<file path="src/rtl/core/foil_sealer_step_sequencer_assert.svh">
// Assertion macros shared by the foil sealer step sequencer RTL.
`ifndef FOIL_SEALER_STEP_SEQUENCER_ASSERT_SVH
`define FOIL_SEALER_STEP_SEQUENCER_ASSERT_SVH

// Same-cycle implication, disabled while reset is asserted.
`define FSS_ASSERT_IMPLIES(label, clk, rst_n, ante, cons) \
    label: assert property (@(posedge clk) disable iff (!rst_n) (ante) |-> (cons)) \
        else $error("fss assertion failed");

// Next-cycle implication, disabled while reset is asserted.
`define FSS_ASSERT_NEXT(label, clk, rst_n, ante, cons) \
    label: assert property (@(posedge clk) disable iff (!rst_n) (ante) |=> (cons)) \
        else $error("fss assertion failed");

`endif

</file>
<file path="src/rtl/core/fss_pkg.sv">
// Types, codes and constants shared by the foil sealer step sequencer.
package fss_pkg;

    localparam int TIME_W = 32;
    localparam int INTERVAL_W = 20;
    localparam int DUR_W = 16;
    localparam int CFG_IDX_W = 3;
    localparam int CFG_DATA_W = 20;
    localparam int SUB_MS_W = 10;

    localparam logic [SUB_MS_W-1:0] SUB_MS_LAST = SUB_MS_W'(999);

    localparam logic [1:0] PH_IDLE = 2'd0;
    localparam logic [1:0] PH_TENSION = 2'd1;
    localparam logic [1:0] PH_PRESS = 2'd2;
    localparam logic [1:0] PH_PULL = 2'd3;

    localparam logic [2:0] EV_NONE = 3'd0;
    localparam logic [2:0] EV_STARTED = 3'd1;
    localparam logic [2:0] EV_FLAG = 3'd2;
    localparam logic [2:0] EV_TIMEOUT = 3'd3;
    localparam logic [2:0] EV_PRESS_DONE = 3'd4;
    localparam logic [2:0] EV_PULL_DONE = 3'd5;

    localparam logic [CFG_IDX_W-1:0] REG_TENSION_INTERVAL = 3'd0;
    localparam logic [CFG_IDX_W-1:0] REG_PULL_INTERVAL = 3'd1;
    localparam logic [CFG_IDX_W-1:0] REG_TENSION_TIMEOUT = 3'd2;
    localparam logic [CFG_IDX_W-1:0] REG_PRESS_TIME = 3'd3;
    localparam logic [CFG_IDX_W-1:0] REG_PULL_TIME = 3'd4;

    localparam logic [INTERVAL_W-1:0] TENSION_INTERVAL_RESET = INTERVAL_W'(6250);
    localparam logic [INTERVAL_W-1:0] PULL_INTERVAL_RESET = INTERVAL_W'(2205);
    localparam logic [DUR_W-1:0] TENSION_TIMEOUT_RESET = DUR_W'(10000);
    localparam logic [DUR_W-1:0] PRESS_TIME_RESET = DUR_W'(2100);
    localparam logic [DUR_W-1:0] PULL_TIME_RESET = DUR_W'(2000);

    typedef struct packed {
        logic [INTERVAL_W-1:0] tension_interval;
        logic [INTERVAL_W-1:0] pull_interval;
        logic [DUR_W-1:0]      tension_timeout;
        logic [DUR_W-1:0]      press_time;
        logic [DUR_W-1:0]      pull_time;
    } cfg_t;

    typedef struct packed {
        logic [TIME_W-1:0] us;
        logic [TIME_W-1:0] ms;
    } now_t;

    typedef struct packed {
        logic [2:0] event_res;
        logic       dir_two;
        logic       dir_one;
        logic       step_two;
        logic       step_one;
        logic       motor_two_enabled;
        logic       motor_one_enabled;
        logic [1:0] phase;
    } res_t;

endpackage

</file>
<file path="src/rtl/core/fss_cfg_regs.sv">
// Configuration register file of the foil sealer step sequencer.
module fss_cfg_regs
    import fss_pkg::*;
(
    input  logic                  clk,
    input  logic                  rst_n,
    input  logic                  wr_en,
    input  logic [CFG_IDX_W-1:0]  wr_index,
    input  logic [CFG_DATA_W-1:0] wr_data,
    output cfg_t                  cfg
);

    cfg_t cfg_reg;
    cfg_t cfg_next;

    always_comb
    begin
        cfg_next = cfg_reg;
        if (wr_en)
        begin
            case (wr_index)
                REG_TENSION_INTERVAL: cfg_next.tension_interval = wr_data[INTERVAL_W-1:0];
                REG_PULL_INTERVAL:    cfg_next.pull_interval = wr_data[INTERVAL_W-1:0];
                REG_TENSION_TIMEOUT:  cfg_next.tension_timeout = wr_data[DUR_W-1:0];
                REG_PRESS_TIME:       cfg_next.press_time = wr_data[DUR_W-1:0];
                REG_PULL_TIME:        cfg_next.pull_time = wr_data[DUR_W-1:0];
                default:              cfg_next = cfg_reg;
            endcase
        end
    end

    always_ff @(posedge clk or negedge rst_n)
    begin
        if (!rst_n)
        begin
            cfg_reg.tension_interval <= TENSION_INTERVAL_RESET;
            cfg_reg.pull_interval <= PULL_INTERVAL_RESET;
            cfg_reg.tension_timeout <= TENSION_TIMEOUT_RESET;
            cfg_reg.press_time <= PRESS_TIME_RESET;
            cfg_reg.pull_time <= PULL_TIME_RESET;
        end
        else
        begin
            cfg_reg <= cfg_next;
        end
    end

    assign cfg = cfg_reg;

endmodule

</file>
<file path="src/rtl/core/fss_timebase.sv">
// Wrapping microsecond and millisecond counters advanced once per tick.
module fss_timebase
    import fss_pkg::*;
(
    input  logic clk,
    input  logic rst_n,
    input  logic advance,
    output now_t now
);

    logic [TIME_W-1:0]   us_reg;
    logic [TIME_W-1:0]   us_next;
    logic [TIME_W-1:0]   ms_reg;
    logic [TIME_W-1:0]   ms_next;
    logic [SUB_MS_W-1:0] sub_ms_reg;
    logic [SUB_MS_W-1:0] sub_ms_next;

    always_comb
    begin
        us_next = us_reg;
        ms_next = ms_reg;
        sub_ms_next = sub_ms_reg;
        if (advance)
        begin
            us_next = us_reg + TIME_W'(1);
            if (sub_ms_reg == SUB_MS_LAST)
            begin
                sub_ms_next = '0;
                ms_next = ms_reg + TIME_W'(1);
            end
            else
            begin
                sub_ms_next = sub_ms_reg + SUB_MS_W'(1);
            end
        end
    end

    always_ff @(posedge clk or negedge rst_n)
    begin
        if (!rst_n)
        begin
            us_reg <= '0;
            ms_reg <= '0;
            sub_ms_reg <= '0;
        end
        else
        begin
            us_reg <= us_next;
            ms_reg <= ms_next;
            sub_ms_reg <= sub_ms_next;
        end
    end

    assign now.us = us_reg;
    assign now.ms = ms_reg;

endmodule

</file>
<file path="src/rtl/core/fss_core.sv">
// Phase sequencer: phase state, step timing, driver enables and directions.
module fss_core
    import fss_pkg::*;
(
    input  logic clk,
    input  logic rst_n,
    input  logic fire,
    input  logic button,
    input  logic flag,
    input  cfg_t cfg,
    input  now_t now,
    output res_t res
);

`include "foil_sealer_step_sequencer_assert.svh"

    logic [1:0]        phase_reg;
    logic [1:0]        phase_next;
    logic              btn_mem_reg;
    logic              btn_mem_next;
    logic [TIME_W-1:0] last_one_reg;
    logic [TIME_W-1:0] last_one_next;
    logic [TIME_W-1:0] last_two_reg;
    logic [TIME_W-1:0] last_two_next;
    logic [TIME_W-1:0] start_ms_reg;
    logic [TIME_W-1:0] start_ms_next;
    logic              en_one_reg;
    logic              en_one_next;
    logic              en_two_reg;
    logic              en_two_next;
    logic              dir_one_reg;
    logic              dir_one_next;
    logic              dir_two_reg;
    logic              dir_two_next;

    logic [TIME_W-1:0] el_one;
    logic [TIME_W-1:0] el_two;
    logic [TIME_W-1:0] el_ms;
    logic              s1;
    logic              s2;
    logic [2:0]        ev;

    assign el_one = now.us - last_one_reg;
    assign el_two = now.us - last_two_reg;
    assign el_ms = now.ms - start_ms_reg;

    always_comb
    begin
        phase_next = phase_reg;
        btn_mem_next = btn_mem_reg;
        last_one_next = last_one_reg;
        last_two_next = last_two_reg;
        start_ms_next = start_ms_reg;
        en_one_next = en_one_reg;
        en_two_next = en_two_reg;
        dir_one_next = dir_one_reg;
        dir_two_next = dir_two_reg;
        s1 = 1'b0;
        s2 = 1'b0;
        ev = EV_NONE;
        case (phase_reg)
            PH_IDLE:
            begin
                en_one_next = 1'b0;
                en_two_next = 1'b0;
                if (button && !btn_mem_reg)
                begin
                    phase_next = PH_TENSION;
                    start_ms_next = now.ms;
                    en_one_next = 1'b1;
                    en_two_next = 1'b1;
                    ev = EV_STARTED;
                end
                btn_mem_next = button;
            end
            PH_TENSION:
            begin
                en_one_next = 1'b1;
                if (!flag)
                begin
                    if (el_two >= TIME_W'(cfg.tension_interval))
                    begin
                        last_two_next = now.us;
                        dir_two_next = 1'b0;
                        s2 = 1'b1;
                    end
                    if (el_ms >= TIME_W'(cfg.tension_timeout))
                    begin
                        phase_next = PH_IDLE;
                        ev = EV_TIMEOUT;
                    end
                end
                else
                begin
                    phase_next = PH_PRESS;
                    start_ms_next = now.ms;
                    ev = EV_FLAG;
                end
            end
            PH_PRESS:
            begin
                en_one_next = 1'b1;
                en_two_next = 1'b1;
                if (el_ms >= TIME_W'(cfg.press_time))
                begin
                    phase_next = PH_PULL;
                    start_ms_next = now.ms;
                    ev = EV_PRESS_DONE;
                end
            end
            default:
            begin
                if (el_ms < TIME_W'(cfg.pull_time))
                begin
                    if (el_one >= TIME_W'(cfg.pull_interval))
                    begin
                        last_one_next = now.us;
                        dir_one_next = 1'b1;
                        s1 = 1'b1;
                    end
                    if (el_two >= TIME_W'(cfg.pull_interval))
                    begin
                        last_two_next = now.us;
                        dir_two_next = 1'b1;
                        s2 = 1'b1;
                    end
                end
                else
                begin
                    phase_next = PH_IDLE;
                    ev = EV_PULL_DONE;
                end
            end
        endcase
    end

    always_ff @(posedge clk or negedge rst_n)
    begin
        if (!rst_n)
        begin
            phase_reg <= PH_IDLE;
            btn_mem_reg <= 1'b0;
            last_one_reg <= '0;
            last_two_reg <= '0;
            start_ms_reg <= '0;
            en_one_reg <= 1'b0;
            en_two_reg <= 1'b0;
            dir_one_reg <= 1'b0;
            dir_two_reg <= 1'b0;
        end
        else if (fire)
        begin
            phase_reg <= phase_next;
            btn_mem_reg <= btn_mem_next;
            last_one_reg <= last_one_next;
            last_two_reg <= last_two_next;
            start_ms_reg <= start_ms_next;
            en_one_reg <= en_one_next;
            en_two_reg <= en_two_next;
            dir_one_reg <= dir_one_next;
            dir_two_reg <= dir_two_next;
        end
    end

    assign res.phase = phase_next;
    assign res.motor_one_enabled = en_one_next;
    assign res.motor_two_enabled = en_two_next;
    assign res.step_one = s1;
    assign res.step_two = s2;
    assign res.dir_one = dir_one_next;
    assign res.dir_two = dir_two_next;
    assign res.event_res = ev;

    `FSS_ASSERT_IMPLIES(a_step_one_in_pull, clk, rst_n, fire && s1, phase_reg == PH_PULL)
    `FSS_ASSERT_NEXT(a_start_enters_tension, clk, rst_n, fire && ev == EV_STARTED,
        phase_reg == PH_TENSION && en_one_reg && en_two_reg)
    `FSS_ASSERT_NEXT(a_phase_holds_without_tick, clk, rst_n, !fire, $stable(phase_reg))
    `FSS_ASSERT_NEXT(a_step_two_marks_time, clk, rst_n, fire && s2,
        last_two_reg == $past(now.us))

endmodule

</file>
<file path="src/rtl/core/foil_sealer_step_sequencer.sv">
// Top level of the foil sealer step sequencer: handshakes, input and result registers.
//
// Channel  Direction  Word
// s_       in         tick: button_pressed, flag_sensor
// m_       out        result: phase, enables, step pulses, directions, event_res
// cfg_     in         register write: index and data, always ready
//
// One tick word is taken every cycle when the result side keeps up.
// A tick is held in the input register and its result is captured in the
// output register when the core fires, which a stalled result side delays.
// The phase update and the timebase increment set this rate.
// A stalled result holds the input register, and s_tready falls once it is full.
// Reset clears valid flags, core and timebase state and loads the register defaults.
module foil_sealer_step_sequencer
    import fss_pkg::*;
(
    input  logic                  clk,
    input  logic                  rst_n,
    input  logic                  s_tvalid,
    output logic                  s_tready,
    input  logic [7:0]            s_tdata,   // button_pressed, flag_sensor, zero fill
    output logic                  m_tvalid,
    input  logic                  m_tready,
    output logic [15:0]           m_tdata,   // phase[1:0], motor_one_enabled,
                                             // motor_two_enabled, step_one, step_two,
                                             // dir_one, dir_two, event_res[2:0], zero fill
    input  logic                  cfg_valid,
    output logic                  cfg_ready,
    input  logic [CFG_IDX_W-1:0]  cfg_index,
    input  logic [CFG_DATA_W-1:0] cfg_data
);

    logic in_valid_reg;
    logic in_valid_next;
    logic in_button_reg;
    logic in_flag_reg;
    logic out_valid_reg;
    logic out_valid_next;
    res_t out_res_reg;
    logic fire;
    logic take;
    cfg_t cfg;
    now_t now;
    res_t res;

    assign fire = in_valid_reg && (!out_valid_reg || m_tready);
    assign s_tready = !in_valid_reg || fire;
    assign take = s_tvalid && s_tready;
    assign cfg_ready = 1'b1;

    assign in_valid_next = take || (in_valid_reg && !fire);
    assign out_valid_next = fire || (out_valid_reg && !m_tready);

    always_ff @(posedge clk or negedge rst_n)
    begin
        if (!rst_n)
        begin
            in_valid_reg <= 1'b0;
            out_valid_reg <= 1'b0;
        end
        else
        begin
            in_valid_reg <= in_valid_next;
            out_valid_reg <= out_valid_next;
        end
    end

    always_ff @(posedge clk)
    begin
        if (take)
        begin
            in_button_reg <= s_tdata[0];
            in_flag_reg <= s_tdata[1];
        end
        if (fire)
        begin
            out_res_reg <= res;
        end
    end

    fss_cfg_regs u_cfg (
        .clk      (clk),
        .rst_n    (rst_n),
        .wr_en    (cfg_valid && cfg_ready),
        .wr_index (cfg_index),
        .wr_data  (cfg_data),
        .cfg      (cfg)
    );

    fss_timebase u_timebase (
        .clk     (clk),
        .rst_n   (rst_n),
        .advance (fire),
        .now     (now)
    );

    fss_core u_core (
        .clk    (clk),
        .rst_n  (rst_n),
        .fire   (fire),
        .button (in_button_reg),
        .flag   (in_flag_reg),
        .cfg    (cfg),
        .now    (now),
        .res    (res)
    );

    assign m_tvalid = out_valid_reg;
    assign m_tdata = {5'b0,
                      out_res_reg.event_res,
                      out_res_reg.dir_two,
                      out_res_reg.dir_one,
                      out_res_reg.step_two,
                      out_res_reg.step_one,
                      out_res_reg.motor_two_enabled,
                      out_res_reg.motor_one_enabled,
                      out_res_reg.phase};

endmodule
</file>
<file path="config.mk">
export PLATFORM = sky130hd
export DESIGN_NAME = foil_sealer_step_sequencer
export DESIGN_NICKNAME = d
export VERILOG_FILES = /design/src/rtl/core/fss_pkg.sv /design/src/rtl/core/fss_cfg_regs.sv /design/src/rtl/core/fss_timebase.sv /design/src/rtl/core/fss_core.sv /design/src/rtl/core/foil_sealer_step_sequencer.sv
export VERILOG_INCLUDE_DIRS = /design/src /design/src/rtl/core
export SDC_FILE = /design/constraint.sdc
export NUM_CORES = 1
export LEC_CHECK = 0
export BUFFER_PORTS_ARGS = -buffer_cell sky130_fd_sc_hd__buf_2
export CAP_MARGIN = 30
export CORE_MARGIN = 1
export CORE_UTILIZATION = 35
export DETAILED_ROUTE_END_ITERATION = 6
export GPL_TIMING_DRIVEN = 0
export PLACE_DENSITY_LB_ADDON = 0.1
export SETUP_SLACK_MARGIN = 0.3
export SYNTH_ARGS = -nofsm -noshare
export SYNTH_HDL_FRONTEND = slang
export SYNTH_HIERARCHICAL = 1
export SYNTH_SLANG_ARGS = --single-unit
</file>
<file path="constraint.sdc">
create_clock -name clk -period 9.1 [get_ports clk]
set_clock_uncertainty 0.05 [all_clocks]
set_input_delay 1.365 -clock clk [delete_from_list [all_inputs] [get_ports clk]]
set_output_delay 1.365 -clock clk [all_outputs]
set_load 0.01 [all_outputs]
</file>
==> results.sh <==
export IMPL_seqPwrFrac_pct=24.8
export IMPL_fp_coreArea_um2=58030
export IMPL_clk_latency_ps=570
export IMPL_ys_seq_area_share_pct=34.38
export IMPL_hpwlAfterDp_um=42880
export IMPL_p_switching_mw=2.503
export IMPL_cp_arrival_ps=6850
export IMPL_path_clk_slew_ps=60
export IMPL_final_common_cell="dfrtp_1"
export IMPL_hp_class="reg2reg"
export IMPL_switching_share_pct=38.99
export IMPL_finalInstanceArea_um2=23310
export IMPL_fill_cells=5789
export IMPL_post_route_period_util_pct=71.09
export IMPL_io_buffers=42
export IMPL_fp_row_count=88
export IMPL_ys_flop_type="dfrtp_1"
export IMPL_crit_path_top_delay_cell="o311ai_2"
export IMPL_end_kind="register"
export IMPL_cap_violations=0
export IMPL_hold_viol=0
export IMPL_ys_warn_count=6
export IMPL_fp_dieH_um=245.0
export IMPL_synth_edf_count=13
export IMPL_dieArea_um2=60030
export IMPL_io_pins=55
export IMPL_grt_max_degree=112
export IMPL_ant_nets=0
export IMPL_finalCriticalPeriod_ps=6470
export IMPL_final_max_slew_viol_count=0
export IMPL_drt_pass1_iterations=5
export IMPL_reg2reg_from="u_timebase/us_reg[5]"
export IMPL_largest_reg_flops=88
export IMPL_tightestPinTransition_ps=971.6
export IMPL_nets=2513
export IMPL_drt_total_wl_um=55140
export IMPL_layout_cells_most_common_list="240 x dfrtp_1, 215 x inv_1, 207 x ha_1"
export IMPL_multi_input_area_um2=12350
export IMPL_gp_congestion=0.8821
export IMPL_totalPowerFinal_mw=6.418
export IMPL_cp_num_buf_inv=1
export IMPL_ctsHoldBuffers=0
export IMPL_crit_chain="ha_1, or4_1, o21ai_0, nand2_1, a31oi_1, o21bai_1, a21oi_1, xnor2_1, ha_1, a21o_1, a21o_1, a22oi_1, o2111ai_1, nor4_1, o211a_1, nor4bb_1, nand4_1, o311ai_2, buf_2, mux2_2"
export IMPL_cp_data_required_time_ps=9480
export IMPL_syn_inst=2178
export IMPL_synth_seq_cells=280
export IMPL_syn_area_per_cell_um2=9.490
export IMPL_status="finished, final reports clean"
export IMPL_synth_async_sr_flop_share_pct=95.36
export IMPL_wl_per_cell_um=18.01
export IMPL_start_kind="register"
export IMPL_worstPathMaxFanout=10
export IMPL_htree_levels=2
export IMPL_first_iter_violations=1188
export IMPL_p_comb_share_pct=49.7
export IMPL_critPathMaxStageDelay_ps=660
export IMPL_clockBufferDepth=3
export IMPL_cts_tree="yes"
export IMPL_area_growth_syn_to_layout_pct=12.78
export IMPL_syn_area_um2=20670
export IMPL_p_leak_nw=11.05
export IMPL_drive_gt1_share_pct=16.03
export IMPL_postCtsResizedCells=0
export IMPL_clock_power_share_pct=25.5
export IMPL_ys_types=97
export IMPL_postCtsSetupBuffers=0
export IMPL_cts_root_buf="clkbuf_16"
export IMPL_cp_startpoint="u_timebase/us_reg[5]"
export IMPL_relSlewSlack_pct=34.41
export IMPL_peakVddDrop_mv=0.1499
export IMPL_cts_buffers=38
export IMPL_min_from="u_cfg/cfg[37]"
export IMPL_initial_core_util_pct=35.62
export IMPL_critPathKind="reg2reg"
export IMPL_fmax_mhz=154.6
export IMPL_die_w_um=245.0
export IMPL_setup_viol=0
export IMPL_internal_power_mw=3.915
export IMPL_track_usage_pct=18.68
export IMPL_grt_pass1_wl_um=89670
export IMPL_finalSetupTns_ps=0
export IMPL_grt_overflow_total=0
export IMPL_dpl_cell_area_um2=21920
export IMPL_vias=16265
export IMPL_grt_antenna_before_repair=6
export IMPL_vias_per_cell=5.312
export IMPL_drc=0
export IMPL_register_area_um2=7106
export IMPL_grt_pass1_vias=15821
export IMPL_rsz0062_at_grt="false"
export IMPL_cellPowerDensity_nw_per_um2=275.3
export IMPL_clock_sinks=280
export IMPL_crit_family="compound AO/OA/AOI/OAI gates"
## metal layers
metal	GRT usage [%]	wire (um)
met4	4.430	942
met3	2.766	2520
met2	27.52	22910
met5	0	29
met1	28.31	28730
## synthesized netlist by cell type, types with 6 or more instances
cell	instances	share of area, %
buf_2	25	0.61
o221ai_1	6	0.25
o21a_1	17	0.62
or3_1	15	0.45
nor2_1	92	1.7
a211oi_1	19	0.69
and4_1	10	0.42
nand2_1	162	2.9
clkbuf_1	38	0.69
nor3_2	7	0.34
xnor2_1	93	3.9
a31oi_1	16	0.48
xor2_1	39	1.7
o211ai_1	20	0.73
o2111ai_1	11	0.47
o22ai_1	11	0.33
mux2_1	27	1.5
nor3_1	35	0.85
nor4_1	15	0.45
or2_2	12	0.36
a2111oi_0	6	0.25
buf_4	12	0.44
dfstp_2	27	3.4
nand3_1	57	1.4
dfrtp_1	240	29
nor2b_1	7	0.21
o31a_1	7	0.30
a21oi_1	134	3.2
a21o_1	54	2.0
inv_1	215	3.9
mux2_2	105	5.7
a211o_1	10	0.42
and2_1	13	0.39
nand2b_1	22	0.67
o21bai_1	13	0.47
ha_1	207	13
edfxtp_1	13	1.9
and3_1	13	0.39
o211a_1	6	0.29
nand4_1	73	2.2
mux2_4	30	2.2
o21ai_0	118	2.9
## worst register-to-register path: cells and delay by family, from the launching register on
family,cells,cell delay [ps]
xor+xnor,1,160
simple gates,5,1660
fa+ha+maj,2,570
compound gates,10,2570
buf+inv,1,490
flops,1,490
mux,1,380
## power groups by stage
stage	sequential, mW	clock (mW)	combinational [mW]
floorplan	1.58	0	2.38
global placement	1.61	0	3.10
detailed placement	1.61	0	3.16
CTS	1.59	1.70	3.19
global route	1.62	1.75	3.63
finish	1.59	1.64	3.19
## through the flow
step           hold slack [ps]  worst slack [ps]  utilization (%)  cells
6_report                 436.5              2630            40.17   3062
5_1_grt                  465.7              2100            40.17   3061
4_1_cts                  441.1              2559            40.17   3061
3_5_place_dp             427.5              2591            37.78   2992
3_3_place_gp             419.5              1388            37.66   2989
2_1_floorplan            378.2              4006                -   2182
## cells by family (layout without fill, tap and decap cells)
logic type / count (synthesis) / count (layout) / synth area share [%]
compound gates: 519 / 519 / 16.68
xor+xnor: 132 / 132 / 5.593
fa+ha+maj: 210 / 210 / 12.82
buf+inv: 297 / 411 / 5.950
flops: 280 / 280 / 34.38
mux: 164 / 164 / 9.467
other cells: 2 / 7 / 0.03633
simple gates: 574 / 574 / 15.08
## final timing paths
| kind | end | slack (ps) | cells after the start |
|---|---|---|---|
| setup / recovery | u_core/last_one_reg[29] | 2630 | 20 |
| hold / removal | u_cfg/cfg[37] | 440 | 1 |
| setup reg to reg | u_core/last_one_reg[29] | 2630 | 20 |
| hold reg to reg | u_cfg/cfg[37] | 440 | 1 |
| max in group asynchronous | u_timebase/us_reg[20] | 6890 | 3 |
| min in group asynchronous | u_timebase/sub_ms_reg[9] | 660 | 1 |
## area by class of cell
type                       instances  area share, %
antenna                            1        0.01073
inverter                         216          3.478
multi-input combinational       1605          52.98
clock buffer                      54          4.858
timing repair buffer              45          1.213
clock inverter                    15          1.079
tap                              765          4.106
buffer                            81          1.798
sequential                       280          30.48
Power figures use the tool's default switching activity.
